<file path="src/rtl/pebt_pkg.sv">
`timescale 1ns / 1ps

package pebt_pkg;

  // Block grouping of converter samples
  localparam int BLOCK_SAMPLES = 50;
  localparam int MAX_BLOCKS    = 255;
  localparam int SAMPLE_CNT_W  = (BLOCK_SAMPLES > 1) ? $clog2(BLOCK_SAMPLES) : 1;
  localparam int BLOCK_CNT_W   = $clog2(MAX_BLOCKS + 1);

  // Field and state widths
  localparam int CODE_W      = 16;
  localparam int BLOCK_SUM_W = 22;
  localparam int TOTAL_W     = 30;
  localparam int CUR_W       = 15;
  localparam int VOLT_W      = 18;
  localparam int PWR_W       = 22;
  localparam int BUF_W       = 30;
  localparam int LIMIT_W     = 20;
  localparam int TICK_W      = 10;
  localparam int CFG_IDX_W   = 2;
  localparam int IN_DATA_W   = 32;
  localparam int OUT_DATA_W  = 88;

  // Intermediate widths
  localparam int DIFF_W  = TOTAL_W + 1;
  localparam int MAG_W   = TOTAL_W;
  localparam int HEAD_W  = 24;
  localparam int DELTA_W = 34;

  // Shared bit-serial divider
  localparam int DIV_NUM_W = 41;
  localparam int DIV_DEN_W = 27;
  localparam int DIV_CNT_W = 6;
  localparam int VOLT_STEPS = 28;
  localparam int CUR_STEPS  = 41;
  localparam int PWR_STEPS  = 31;

  // Scaling constants
  localparam int VOLT_MUL   = 4000;
  localparam int VOLT_DEN   = 1429;
  localparam int CUR_OFS_K  = 25 * BLOCK_SAMPLES;
  localparam int CUR_DEN_K  = 7771 * BLOCK_SAMPLES;
  localparam int CUR_SCALE  = 2000;
  localparam int PWR_DEN    = 1000;
  localparam int CUR_LIMIT  = 8500;
  localparam int PWR_LIMIT  = 1560000;

  // Configuration register indexes and reset values
  localparam logic [CFG_IDX_W-1:0] REG_POWER_LIMIT = 2'd0;
  localparam logic [CFG_IDX_W-1:0] REG_BUFFER_MAX  = 2'd1;
  localparam logic [CFG_IDX_W-1:0] REG_TICK_MS     = 2'd2;
  localparam logic [LIMIT_W-1:0] RST_POWER_LIMIT = 20'd20000;
  localparam logic [BUF_W-1:0]   RST_BUFFER_MAX  = 30'd200000000;
  localparam logic [TICK_W-1:0]  RST_TICK_MS     = 10'd5;

  // Sequencer states
  typedef enum logic [8:0] {
    ST_IDLE   = 9'b000000001,
    ST_VDIV   = 9'b000000010,
    ST_CPREP  = 9'b000000100,
    ST_CLOAD  = 9'b000001000,
    ST_CDIV   = 9'b000010000,
    ST_PMUL   = 9'b000100000,
    ST_PDIV   = 9'b001000000,
    ST_ENERGY = 9'b010000000,
    ST_EOUT   = 9'b100000000
  } state_t;

endpackage

</file>
<file path="src/rtl/power_energy_buffer_tracker.sv">
`timescale 1ns / 1ps
// A sample is accepted in ST_IDLE and gives no result. A tick divides for voltage, current
// (skipped with no finished block) and power on one shared restoring divider at one quotient
// bit a cycle (28, 41 and 31 steps), then updates the energy in ST_ENERGY and ST_EOUT. One
// sample a cycle while idle, also with a result waiting; a tick holds off input and stalls
// in ST_EOUT while a result waits. Reset (rst_n low, synchronous) restores the register
// defaults and clears the accumulators, energy buffer, last current and out valid.

module power_energy_buffer_tracker (
  input  logic                                clk,
  input  logic                                rst_n,
  // Input channel
  input  logic                                in_tvalid,
  output logic                                in_tready,
  input  logic [pebt_pkg::IN_DATA_W-1:0]      in_tdata,  // current_code[15:0], voltage_code[31:16]
  input  logic                                in_tuser,  // command
  // Result channel
  output logic                                out_tvalid,
  input  logic                                out_tready,
  output logic [pebt_pkg::OUT_DATA_W-1:0]     out_tdata, // current_ma[14:0], voltage_mv[32:15],
                                                         // power_mw[54:33], buffer_uj[84:55]
  // Configuration write channel
  input  logic                                cfg_valid,
  output logic                                cfg_ready,
  input  logic [pebt_pkg::CFG_IDX_W-1:0]      cfg_index,
  input  logic [pebt_pkg::BUF_W-1:0]          cfg_data
);

  // Control state
  pebt_pkg::state_t                          state_r, state_nxt;
  logic [pebt_pkg::LIMIT_W-1:0]              lim_r, lim_nxt;
  logic [pebt_pkg::BUF_W-1:0]                bmax_r, bmax_nxt;
  logic [pebt_pkg::TICK_W-1:0]               tick_r, tick_nxt;
  logic signed [pebt_pkg::BLOCK_SUM_W-1:0]   bsum_r, bsum_nxt;
  logic [pebt_pkg::SAMPLE_CNT_W-1:0]         scnt_r, scnt_nxt;
  logic signed [pebt_pkg::TOTAL_W-1:0]       total_r, total_nxt;
  logic [pebt_pkg::BLOCK_CNT_W-1:0]          nblk_r, nblk_nxt;
  logic signed [pebt_pkg::CUR_W-1:0]         last_cur_r, last_cur_nxt;
  logic [pebt_pkg::BUF_W-1:0]                energy_r, energy_nxt;
  logic                                      out_valid_r, out_valid_nxt;
  logic [pebt_pkg::DIV_CNT_W-1:0]            cnt_r, cnt_nxt;

  // Payload state
  logic [pebt_pkg::VOLT_W-1:0]               volt_r, volt_nxt;
  logic signed [pebt_pkg::CUR_W-1:0]         cur_r, cur_nxt;
  logic signed [pebt_pkg::PWR_W-1:0]         pw_r, pw_nxt;
  logic                                      neg_r, neg_nxt;
  logic [pebt_pkg::MAG_W-1:0]                mag_r, mag_nxt;
  logic [pebt_pkg::DIV_DEN_W-1:0]            den_r, den_nxt;
  logic [pebt_pkg::DIV_DEN_W-1:0]            rem_r, rem_nxt;
  logic [pebt_pkg::DIV_NUM_W-1:0]            quo_r, quo_nxt;
  logic signed [pebt_pkg::DELTA_W-1:0]       delta_r, delta_nxt;
  logic [pebt_pkg::OUT_DATA_W-1:0]           out_data_r, out_data_nxt;

  // Datapath intermediates
  logic                                      in_xfer;
  logic signed [pebt_pkg::CODE_W-1:0]        code;
  logic signed [pebt_pkg::BLOCK_SUM_W-1:0]   sum_add;
  logic signed [pebt_pkg::TOTAL_W-1:0]       total_add;
  logic [pebt_pkg::VOLT_STEPS-1:0]           vnum;
  logic signed [pebt_pkg::DIFF_W-1:0]        diff;
  logic signed [pebt_pkg::DIFF_W-1:0]        diff_abs;
  logic [pebt_pkg::DIV_NUM_W-1:0]            cnum;
  logic signed [pebt_pkg::CUR_W-1:0]         cur_abs;
  logic [pebt_pkg::PWR_STEPS-1:0]            pnum;
  logic [pebt_pkg::CUR_W-1:0]                qcur;
  logic [pebt_pkg::PWR_W-1:0]                qpwr;
  logic signed [pebt_pkg::HEAD_W-1:0]        head;
  logic signed [pebt_pkg::DELTA_W-1:0]       esum;
  logic [pebt_pkg::BUF_W-1:0]                energy_new;
  logic [pebt_pkg::DIV_DEN_W:0]              rem_sh;
  logic [pebt_pkg::DIV_DEN_W:0]              rem_sub;
  logic                                      div_ge;
  logic                                      div_busy;

  assign in_tready  = (state_r == pebt_pkg::ST_IDLE);
  assign in_xfer    = in_tvalid && in_tready;
  assign cfg_ready  = 1'b1;
  assign out_tvalid = out_valid_r;
  assign out_tdata  = out_data_r;

  // Sample accumulation
  assign code      = $signed(in_tdata[pebt_pkg::CODE_W-1:0]);
  assign sum_add   = bsum_r + pebt_pkg::BLOCK_SUM_W'(code);
  assign total_add = total_r + pebt_pkg::TOTAL_W'(sum_add);

  // Voltage numerator with the rounding half of the divisor added
  assign vnum = pebt_pkg::VOLT_STEPS'(in_tdata[2*pebt_pkg::CODE_W-1:pebt_pkg::CODE_W])
              * pebt_pkg::VOLT_STEPS'(pebt_pkg::VOLT_MUL)
              + pebt_pkg::VOLT_STEPS'(pebt_pkg::VOLT_DEN / 2);

  // Current numerator: offset of the blocks less the total, as a magnitude
  assign diff = $signed(pebt_pkg::DIFF_W'(nblk_r) * pebt_pkg::DIFF_W'(pebt_pkg::CUR_OFS_K))
              - pebt_pkg::DIFF_W'(total_r);
  assign diff_abs = diff[pebt_pkg::DIFF_W-1] ? -diff : diff;
  assign cnum = pebt_pkg::DIV_NUM_W'(mag_r) * pebt_pkg::DIV_NUM_W'(pebt_pkg::CUR_SCALE)
              + pebt_pkg::DIV_NUM_W'(den_r >> 1);

  // Power numerator from the magnitude of the current
  assign cur_abs = cur_r[pebt_pkg::CUR_W-1] ? -cur_r : cur_r;
  assign pnum = pebt_pkg::PWR_STEPS'(volt_r) * pebt_pkg::PWR_STEPS'(cur_abs)
              + pebt_pkg::PWR_STEPS'(pebt_pkg::PWR_DEN / 2);

  // Clamped quotient magnitudes
  assign qcur = (quo_r > pebt_pkg::DIV_NUM_W'(pebt_pkg::CUR_LIMIT))
              ? pebt_pkg::CUR_W'(pebt_pkg::CUR_LIMIT) : quo_r[pebt_pkg::CUR_W-1:0];
  assign qpwr = (quo_r > pebt_pkg::DIV_NUM_W'(pebt_pkg::PWR_LIMIT))
              ? pebt_pkg::PWR_W'(pebt_pkg::PWR_LIMIT) : quo_r[pebt_pkg::PWR_W-1:0];

  // Energy update, clamped to the buffer range
  assign head = $signed(pebt_pkg::HEAD_W'(lim_r)) - pebt_pkg::HEAD_W'(pw_r);
  assign esum = $signed(pebt_pkg::DELTA_W'(energy_r)) + delta_r;
  always_comb begin
    priority if (esum[pebt_pkg::DELTA_W-1]) begin
      energy_new = '0;
    end else if (esum > $signed(pebt_pkg::DELTA_W'(bmax_r))) begin
      energy_new = bmax_r;
    end else begin
      energy_new = esum[pebt_pkg::BUF_W-1:0];
    end
  end

  // One restoring division step: one quotient bit per cycle
  assign rem_sh  = {rem_r, quo_r[pebt_pkg::DIV_NUM_W-1]};
  assign rem_sub = rem_sh - {1'b0, den_r};
  assign div_ge  = (rem_sh >= {1'b0, den_r});
  assign div_busy = (cnt_r != '0);

  // Sequencer and next-state logic
  always_comb begin
    state_nxt     = state_r;
    lim_nxt       = lim_r;
    bmax_nxt      = bmax_r;
    tick_nxt      = tick_r;
    bsum_nxt      = bsum_r;
    scnt_nxt      = scnt_r;
    total_nxt     = total_r;
    nblk_nxt      = nblk_r;
    last_cur_nxt  = last_cur_r;
    energy_nxt    = energy_r;
    out_valid_nxt = out_valid_r;
    cnt_nxt       = cnt_r;
    volt_nxt      = volt_r;
    cur_nxt       = cur_r;
    pw_nxt        = pw_r;
    neg_nxt       = neg_r;
    mag_nxt       = mag_r;
    den_nxt       = den_r;
    rem_nxt       = rem_r;
    quo_nxt       = quo_r;
    delta_nxt     = delta_r;
    out_data_nxt  = out_data_r;

    // The result register empties on its transfer
    if (out_valid_r && out_tready) begin
      out_valid_nxt = 1'b0;
    end

    // Configuration writes; unknown indexes are ignored
    if (cfg_valid && cfg_ready) begin
      unique case (cfg_index)
        pebt_pkg::REG_POWER_LIMIT: lim_nxt  = cfg_data[pebt_pkg::LIMIT_W-1:0];
        pebt_pkg::REG_BUFFER_MAX:  bmax_nxt = cfg_data;
        pebt_pkg::REG_TICK_MS:     tick_nxt = cfg_data[pebt_pkg::TICK_W-1:0];
        default: ;
      endcase
    end

    // Shared divider step in any division state
    if (div_busy) begin
      rem_nxt = div_ge ? rem_sub[pebt_pkg::DIV_DEN_W-1:0] : rem_sh[pebt_pkg::DIV_DEN_W-1:0];
      quo_nxt = {quo_r[pebt_pkg::DIV_NUM_W-2:0], div_ge};
      cnt_nxt = cnt_r - pebt_pkg::DIV_CNT_W'(1);
    end

    unique case (state_r)
      pebt_pkg::ST_IDLE: begin
        if (in_xfer && !in_tuser) begin
          // A sample closes its block on the last count
          if (scnt_r == pebt_pkg::SAMPLE_CNT_W'(pebt_pkg::BLOCK_SAMPLES - 1)) begin
            if (nblk_r < pebt_pkg::BLOCK_CNT_W'(pebt_pkg::MAX_BLOCKS)) begin
              total_nxt = total_add;
              nblk_nxt  = nblk_r + pebt_pkg::BLOCK_CNT_W'(1);
            end
            bsum_nxt = '0;
            scnt_nxt = '0;
          end else begin
            bsum_nxt = sum_add;
            scnt_nxt = scnt_r + pebt_pkg::SAMPLE_CNT_W'(1);
          end
        end else if (in_xfer) begin
          // A tick starts with the voltage division
          quo_nxt   = pebt_pkg::DIV_NUM_W'(vnum) << (pebt_pkg::DIV_NUM_W - pebt_pkg::VOLT_STEPS);
          rem_nxt   = '0;
          den_nxt   = pebt_pkg::DIV_DEN_W'(pebt_pkg::VOLT_DEN);
          cnt_nxt   = pebt_pkg::DIV_CNT_W'(pebt_pkg::VOLT_STEPS);
          state_nxt = pebt_pkg::ST_VDIV;
        end
      end

      pebt_pkg::ST_VDIV: begin
        if (!div_busy) begin
          volt_nxt = quo_r[pebt_pkg::VOLT_W-1:0];
          if (nblk_r == '0) begin
            cur_nxt   = last_cur_r;
            state_nxt = pebt_pkg::ST_PMUL;
          end else begin
            state_nxt = pebt_pkg::ST_CPREP;
          end
        end
      end

      pebt_pkg::ST_CPREP: begin
        neg_nxt   = diff[pebt_pkg::DIFF_W-1];
        mag_nxt   = diff_abs[pebt_pkg::MAG_W-1:0];
        den_nxt   = pebt_pkg::DIV_DEN_W'(nblk_r) * pebt_pkg::DIV_DEN_W'(pebt_pkg::CUR_DEN_K);
        state_nxt = pebt_pkg::ST_CLOAD;
      end

      pebt_pkg::ST_CLOAD: begin
        quo_nxt   = cnum;
        rem_nxt   = '0;
        cnt_nxt   = pebt_pkg::DIV_CNT_W'(pebt_pkg::CUR_STEPS);
        state_nxt = pebt_pkg::ST_CDIV;
      end

      pebt_pkg::ST_CDIV: begin
        if (!div_busy) begin
          cur_nxt      = neg_r ? -$signed(qcur) : $signed(qcur);
          last_cur_nxt = neg_r ? -$signed(qcur) : $signed(qcur);
          state_nxt    = pebt_pkg::ST_PMUL;
        end
      end

      pebt_pkg::ST_PMUL: begin
        // Totals restart for the next tick period
        total_nxt = '0;
        nblk_nxt  = '0;
        neg_nxt   = cur_r[pebt_pkg::CUR_W-1];
        quo_nxt   = pebt_pkg::DIV_NUM_W'(pnum) << (pebt_pkg::DIV_NUM_W - pebt_pkg::PWR_STEPS);
        rem_nxt   = '0;
        den_nxt   = pebt_pkg::DIV_DEN_W'(pebt_pkg::PWR_DEN);
        cnt_nxt   = pebt_pkg::DIV_CNT_W'(pebt_pkg::PWR_STEPS);
        state_nxt = pebt_pkg::ST_PDIV;
      end

      pebt_pkg::ST_PDIV: begin
        if (!div_busy) begin
          pw_nxt    = neg_r ? -$signed(qpwr) : $signed(qpwr);
          state_nxt = pebt_pkg::ST_ENERGY;
        end
      end

      pebt_pkg::ST_ENERGY: begin
        delta_nxt = $signed(pebt_pkg::DELTA_W'(head))
                  * $signed(pebt_pkg::DELTA_W'(tick_r));
        state_nxt = pebt_pkg::ST_EOUT;
      end

      pebt_pkg::ST_EOUT: begin
        // The buffer moves only when the result can be loaded
        if (!out_valid_r || out_tready) begin
          energy_nxt    = energy_new;
          out_valid_nxt = 1'b1;
          out_data_nxt  = {3'b000, energy_new, pw_r, volt_r, cur_r};
          state_nxt     = pebt_pkg::ST_IDLE;
        end
      end

      default: state_nxt = pebt_pkg::ST_IDLE;
    endcase
  end

  // Control registers
  always_ff @(posedge clk) begin
    if (!rst_n) begin
      state_r     <= pebt_pkg::ST_IDLE;
      lim_r       <= pebt_pkg::RST_POWER_LIMIT;
      bmax_r      <= pebt_pkg::RST_BUFFER_MAX;
      tick_r      <= pebt_pkg::RST_TICK_MS;
      bsum_r      <= '0;
      scnt_r      <= '0;
      total_r     <= '0;
      nblk_r      <= '0;
      last_cur_r  <= '0;
      energy_r    <= '0;
      out_valid_r <= 1'b0;
      cnt_r       <= '0;
    end else begin
      state_r     <= state_nxt;
      lim_r       <= lim_nxt;
      bmax_r      <= bmax_nxt;
      tick_r      <= tick_nxt;
      bsum_r      <= bsum_nxt;
      scnt_r      <= scnt_nxt;
      total_r     <= total_nxt;
      nblk_r      <= nblk_nxt;
      last_cur_r  <= last_cur_nxt;
      energy_r    <= energy_nxt;
      out_valid_r <= out_valid_nxt;
      cnt_r       <= cnt_nxt;
    end
  end

  // Payload registers
  always_ff @(posedge clk) begin
    volt_r     <= volt_nxt;
    cur_r      <= cur_nxt;
    pw_r       <= pw_nxt;
    neg_r      <= neg_nxt;
    mag_r      <= mag_nxt;
    den_r      <= den_nxt;
    rem_r      <= rem_nxt;
    quo_r      <= quo_nxt;
    delta_r    <= delta_nxt;
    out_data_r <= out_data_nxt;
  end

endmodule

</file>
<file path="config.mk">
export PLATFORM = sky130hd
export DESIGN_NAME = power_energy_buffer_tracker
export DESIGN_NICKNAME = d
export VERILOG_FILES = /design/src/rtl/pebt_pkg.sv /design/src/rtl/power_energy_buffer_tracker.sv
export SDC_FILE = /design/constraint.sdc
export NUM_CORES = 2
export LEC_CHECK = 0
export BUFFER_PORTS_ARGS = -buffer_cell sky130_fd_sc_hd__buf_2
export CAP_MARGIN = 20
export CELL_PAD_IN_SITES_DETAIL_PLACEMENT = 0
export CELL_PAD_IN_SITES_GLOBAL_PLACEMENT = 1
export CORE_UTILIZATION = 30
export DETAILED_ROUTE_END_ITERATION = 12
export GPL_TIMING_DRIVEN = 1
export PLACE_DENSITY = 0.65
export SYNTH_ARGS = -nofsm -noshare
export SYNTH_HDL_FRONTEND = slang
export SYNTH_SLANG_ARGS = --single-unit
export TNS_END_PERCENT = 1
</file>
<file path="constraint.sdc">
create_clock -name clk -period 9.9 [get_ports clk]
set_clock_uncertainty 0.05 [all_clocks]
set_input_delay 1.98 -clock clk [delete_from_list [all_inputs] [get_ports clk]]
set_output_delay 1.98 -clock clk [all_outputs]
set_load 0.1 [all_outputs]
</file>
Yosys cells after proc, flatten, opt, wreduce, memory -nomap -nowiden:

Index checks and enable logic that the tools add are counted.

* flip-flop bits (word level): 487
* output and inout port bits: 91

* add/subtract/negate cells: 16
* multipliers: 6
* order comparisons: 5
* equality and inequality tests: 22
* muxes and demuxes: 50
* bitwise operators: 1
* reductions and logical operators: 26

Operators by type and width (count)
* 30-bit 2-to-1 mux: 6
* 27-bit 2-to-1 mux: 6
* 41-bit 2-to-1 mux: 3
* 41-bit one-hot mux with 3 select lines: 1
* 15-bit 2-to-1 mux: 6
* 27-bit one-hot mux with 3 select lines: 1
* 9-bit one-hot mux with 9 select lines: 1
* 22-bit 2-to-1 mux: 3
* 30-bit one-hot mux with 2 select lines: 1
* 9-bit 2-to-1 mux: 6
* 27-bit one-hot mux with 2 select lines: 1
* 41-bit by 26-bit adder with 41-bit output: 1
* 41-bit by 14-bit greater-than comparator with 1-bit output, second input constant: 1
* 41-bit by 21-bit greater-than comparator with 1-bit output, second input constant: 1
* 30-bit by 7-bit multiplier with 37-bit output, second input constant: 1
* 31-bit by 34-bit adder with 34-bit output: 1
* 34-bit by 31-bit greater-than comparator with 1-bit output: 1
* 23-bit by 11-bit multiplier with 34-bit output: 1
* 31-bit by 9-bit adder with 31-bit output, second input constant: 1
* 19-bit by 15-bit multiplier with 31-bit output: 1
* 20-bit by 30-bit subtractor with 31-bit output: 1
* 30-bit by 22-bit adder with 30-bit output: 1
* 6-bit 2-to-1 mux: 5
* 15-bit negation: 2
* 48 further kinds: 73

Logic depth before layout (Yosys ltp):

* word-level depth: 6
* mapped depth: 35

Least setup slack after synthesis:

No wires, ideal clock.

* path type: register to register
* start: register cur_r[1] (netlist bit)
* end: register quo_r[39] (netlist bit)
* setup time: 0.131 ns
* data arrival time: 7.884 ns
* data required time: 9.719 ns
* slack: 1.835 ns
* cell stages (with the launch flop): 32
* clock period less this slack: 8.065 ns
* path through: edfxtp_1 -> inv_1 -> ha_1 -> nand2_1 -> or3_1 -> nand2b_1 -> or4_1 -> clkbuf_1 -> inv_1 -> nand2b_1 -> fa_1 -> fa_1 -> inv_1 -> fa_1 -> fa_1 -> fa_1 -> inv_1 -> fa_1 -> inv_1 -> ha_1 -> a21o_1 -> a221oi_1 -> nor2_1 -> a21oi_1 -> a21boi_0 -> a21boi_0 -> a211o_1 -> o21ba_2 -> mux2i_1 -> a21oi_1 -> a211oi_1 -> o21ai_0

* longest elaborated chain between the ends: 5

Ends and longest elaborated chain
* start, declared: line power_energy_buffer_tracker.sv:45 `logic signed [pebt_pkg::CUR_W-1:0] cur_r, cur_nxt;`
* start signal, assigned: line power_energy_buffer_tracker.sv:308 `cur_r <= cur_nxt;`
* 15-bit negation: line power_energy_buffer_tracker.sv:100 `assign cur_abs = cur_r[pebt_pkg::CUR_W-1] ? -cur_r : cur_r;`
* 15-bit 2-to-1 mux *: line power_energy_buffer_tracker.sv:100
* 19-bit by 15-bit multiplier with 31-bit output *: line power_energy_buffer_tracker.sv:101 `assign pnum = pebt_pkg::PWR_STEPS'(volt_r) * pebt_pkg::PWR_STEPS'(cur_abs)`
* 31-bit by 9-bit adder with 31-bit output *: line power_energy_buffer_tracker.sv:102 `+ pebt_pkg::PWR_STEPS'(pebt_pkg::PWR_DEN / 2);`
* 41-bit one-hot mux with 3 select lines *: line power_energy_buffer_tracker.sv:176 `unique case (state_r)`
* net quo_nxt (one bit): line power_energy_buffer_tracker.sv:51 `logic [pebt_pkg::DIV_NUM_W-1:0] quo_r, quo_nxt;`
* end signal, assigned: line power_energy_buffer_tracker.sv:314 `quo_r <= quo_nxt;`
* end, declared: line power_energy_buffer_tracker.sv:51

Mark *: on every way through the listed nets, which the timed path passes. The rest lies on a longest branch.
A chain may end at the register's enable or synchronous reset.

Final worst setup path:

* start: register pw_r[1] (netlist bit)
* end: register delta_r[33] (netlist bit) (data pin)

* longest elaborated chain between the ends: 2

Ends and longest elaborated chain
* start, declared: line power_energy_buffer_tracker.sv:46 `logic signed [pebt_pkg::PWR_W-1:0] pw_r, pw_nxt;`
* start signal, assigned: line power_energy_buffer_tracker.sv:309 `pw_r <= pw_nxt;`
* 21-bit by 22-bit subtractor with 23-bit output: line power_energy_buffer_tracker.sv:111 `assign head = $signed(pebt_pkg::HEAD_W'(lim_r)) - pebt_pkg::HEAD_W'(pw_r);`
* 23-bit by 11-bit multiplier with 34-bit output: line power_energy_buffer_tracker.sv:256 `* $signed(pebt_pkg::DELTA_W'(tick_r));`
* end signal, assigned: line power_energy_buffer_tracker.sv:315 `delta_r <= delta_nxt;`
* end, declared: line power_energy_buffer_tracker.sv:52 `logic signed [pebt_pkg::DELTA_W-1:0] delta_r, delta_nxt;`

Every way passes these cells.

==> metrics.csv <==
metric;value;unit
dp_slack;954;ps
layout.nets;7746;
place.gp.congestion;0.887;
ios;161;
synth.most_common_cell;inv_1;
drv_slew;0;
htreeDepth;2;
power.density;145;mW/mm^2
start_kind;register;
routed_wl;162000;um
cts_resized;0;
grt_max_degree;64;
fin_crit;9010;ps
grt_pass1_wl;256000;um
cts_tree;yes;
peakVddDrop;0.145;mV
synth_edf_count;232;
crit_required;10310;ps
antenna_found_initial;4;
dpl.hpwl;130000;um
clock_latency;710;ps
die_height;441;um
clock-sinks;487;
hold_class;reg2reg;
dpl.cell_count;8884;
setup_violations;0;
drt_iter0_markers;2552;
worst_slew_pin_slew;1090;ps
postCtsSetupBuffers;0;
status;finished clean;
vias_per_cell;4.95;
clockBufferDepth;3;
synthTopCellsByArea;fa_1, ha_1, edfxtp_1;
ff2ff_setup_slack;890;ps
grt_setup_unrepaired;false;
synth_cell_types;98;
met2WireLength;76000;um
wl_met1;75300;um
max-cap-violations;0;
wl_met3;6310;um
synth_top_area_cell;fa_1;
yosys_most_used_dff;dfxtp_1;
initial_core_util;0.303;
core-area;0.191;mm^2
crit_top_cell;fa_1;
path_class;reg2reg;
die-area;0.194;mm^2
grt_usage;0.166;
seq_area_frac_synth;0.209;
drc;0;
synth.avg_cell_area;9.06;um^2
r2r-start;pw_r[1];
synth.top_cell.area_share;0.222;
grt_pass1_vias;44700;
drive_above_1_share;0.0620;
topRoutingLayerUsed;met4;
hold_buffers;0;
setup_slack;887;ps
critical_path.slowest_cell;o21ai_0;
via_count;44500;
arrival;9420;ps
min_from;energy_r[0];
fin_crit_sh;0.910;
synth_cells;6373;
max_clock_freq;0.111;GHz
port_buffers;156;
grt_remaining_overflow;0;
yosys-top-cells-count;inv_1, nand2_1, fa_1, ha_1, nor2_1;
total_power;9.20;mW
root_buffer;clkbuf_16;
drtPass1Iterations;5;
wire_per_inst;18.0;um
p_leak;28.5;nW
cts_buffers;60;
synthToLayoutAreaGrowth;10.0;%
die-width;441;um
ys_seq_elements;487;
slowest_delay;590;ps
rows;160;
tns;0;ps
min_path_cells;2;
clkTransAtPathRegs;60;ps
cp_max_fo;14;
netlist_area;0.0577;mm^2
hold_viol_final;0;
worst_r2r_path_depth;32;
yosysWarnings;0;
synthArstFlopShare;0;
ant_nets;0;
crit_path_end_kind;register;
maxSlewHeadroom;0.269;
holdPathEnd;energy_r[0];
fin_cells;9001;
r2r-end;delta_r[33];
[worst max path at each step]
stage | start | endpoint | slack (ps) | depth (start not counted)
6_report | pw_r[1] | delta_r[33] | 890 | 32
5_1_grt | pw_r[1] | delta_r[33] | 360 | 32
2_1_floorplan | cur_r[1] | quo_r[39] | 1830 | 31
3_5_place_dp | pw_r[1] | delta_r[33] | 950 | 32
3_3_place_gp | pw_r[1] | delta_r[33] | 940 | 32
4_1_cts | pw_r[1] | delta_r[33] | 910 | 32
[final cells by class]
| class | count | area, um^2 |
|---|---|---|
| diodes | 1 | 2.50 |
| clock buffers | 68 | 1580 |
| clock inverters | 46 | 468 |
| fillers | 19800 | 127000 |
| inverters | 837 | 3140 |
| multi-input cells | 4820 | 41700 |
| flip-flops and latches | 487 | 12100 |
| well taps | 2511 | 3140 |
| repair buffers | 231 | 1370 |
[state kept, by name, summed over array words and instances (netlist names)]
| name | flops |
|---|---|
| total_r | 30 |
| energy_r | 30 |
| mag_r | 30 |
| bmax_r | 30 |
| cnt_r | 6 |
| pw_r | 22 |
| tick_r | 10 |
| bsum_r | 22 |
| volt_r | 18 |
| out_tvalid | 1 |
| neg_r | 1 |
| last_cur_r | 15 |
| scnt_r | 6 |
| den_r | 27 |
| delta_r | 34 |
| rem_r | 27 |
| nblk_r | 8 |
| lim_r | 20 |
| quo_r | 41 |
| state_r | 9 |
| out_tdata | 85 |
| cur_r | 15 |
[cell families after synthesis]
logic type,after synthesis,synth area share
xor+xnor,376,0.0573
simple gates,1897,0.159
mux,74,0.0131
other cells,2,0.000130
fa+ha+maj,1239,0.352
buf+inv,1068,0.0701
flops,487,0.209
compound gates,1230,0.139
[through the flow]
step           utilization  instance area, um^2  hold slack, ps
6_report             0.333                63500             408
3_3_place_gp         0.322                61400             388
4_1_cts              0.333                63500             410
2_1_floorplan            -                57700             356
5_1_grt              0.333                63500             427
3_5_place_dp         0.322                61400             401
[worst max-delay path: cells and delay by family (launching register included)]
kind            cells  cell delay (ps)
fa+ha+maj           7             3130
flops               1              400
xor+xnor            1               80
simple gates        7             1460
buf+inv             3              490
compound gates     14             3160
[cells in the final DEF, fill, tap and decap left out, drive strengths merged, types with 21 or more instances in the layout]
master and n:
nand2 711, xnor2 240, o21a 43, nand2b 58, nor2 339, a22oi 21
nor2b 89, clkbuf 68, a211oi 40, buf 231, ha 599, o21ai 285
nand3 119, o211ai 47, a21boi 75, fa 640, edfxtp 232, and3 43
and2 242, mux2i 64, o31ai 25, a21oi 294, nor3 99, o22ai 22
o21bai 36, dfxtp 255, clkinv 34, xor2 135, a31oi 44, nor3b 22
inv 837, nor4 33, nand4 35, or3 33, a21o 118
[power breakdown]
group          switching [mW]  total [mW]  internal [mW]
Sequential              0.172        2.45           2.28
Combinational            2.66        4.45           1.79
Clock                   0.990        2.30           1.31
Total                    3.82        9.20           5.38
[layer usage]
layer	track usage	vias to the layer above
met1	0.227	21900
li1	-	21600
met3	0.0189	175
met4	0.0455	0
met2	0.275	828
met5	0	-
No activity file was read; power rests on OpenSTA's default activity.
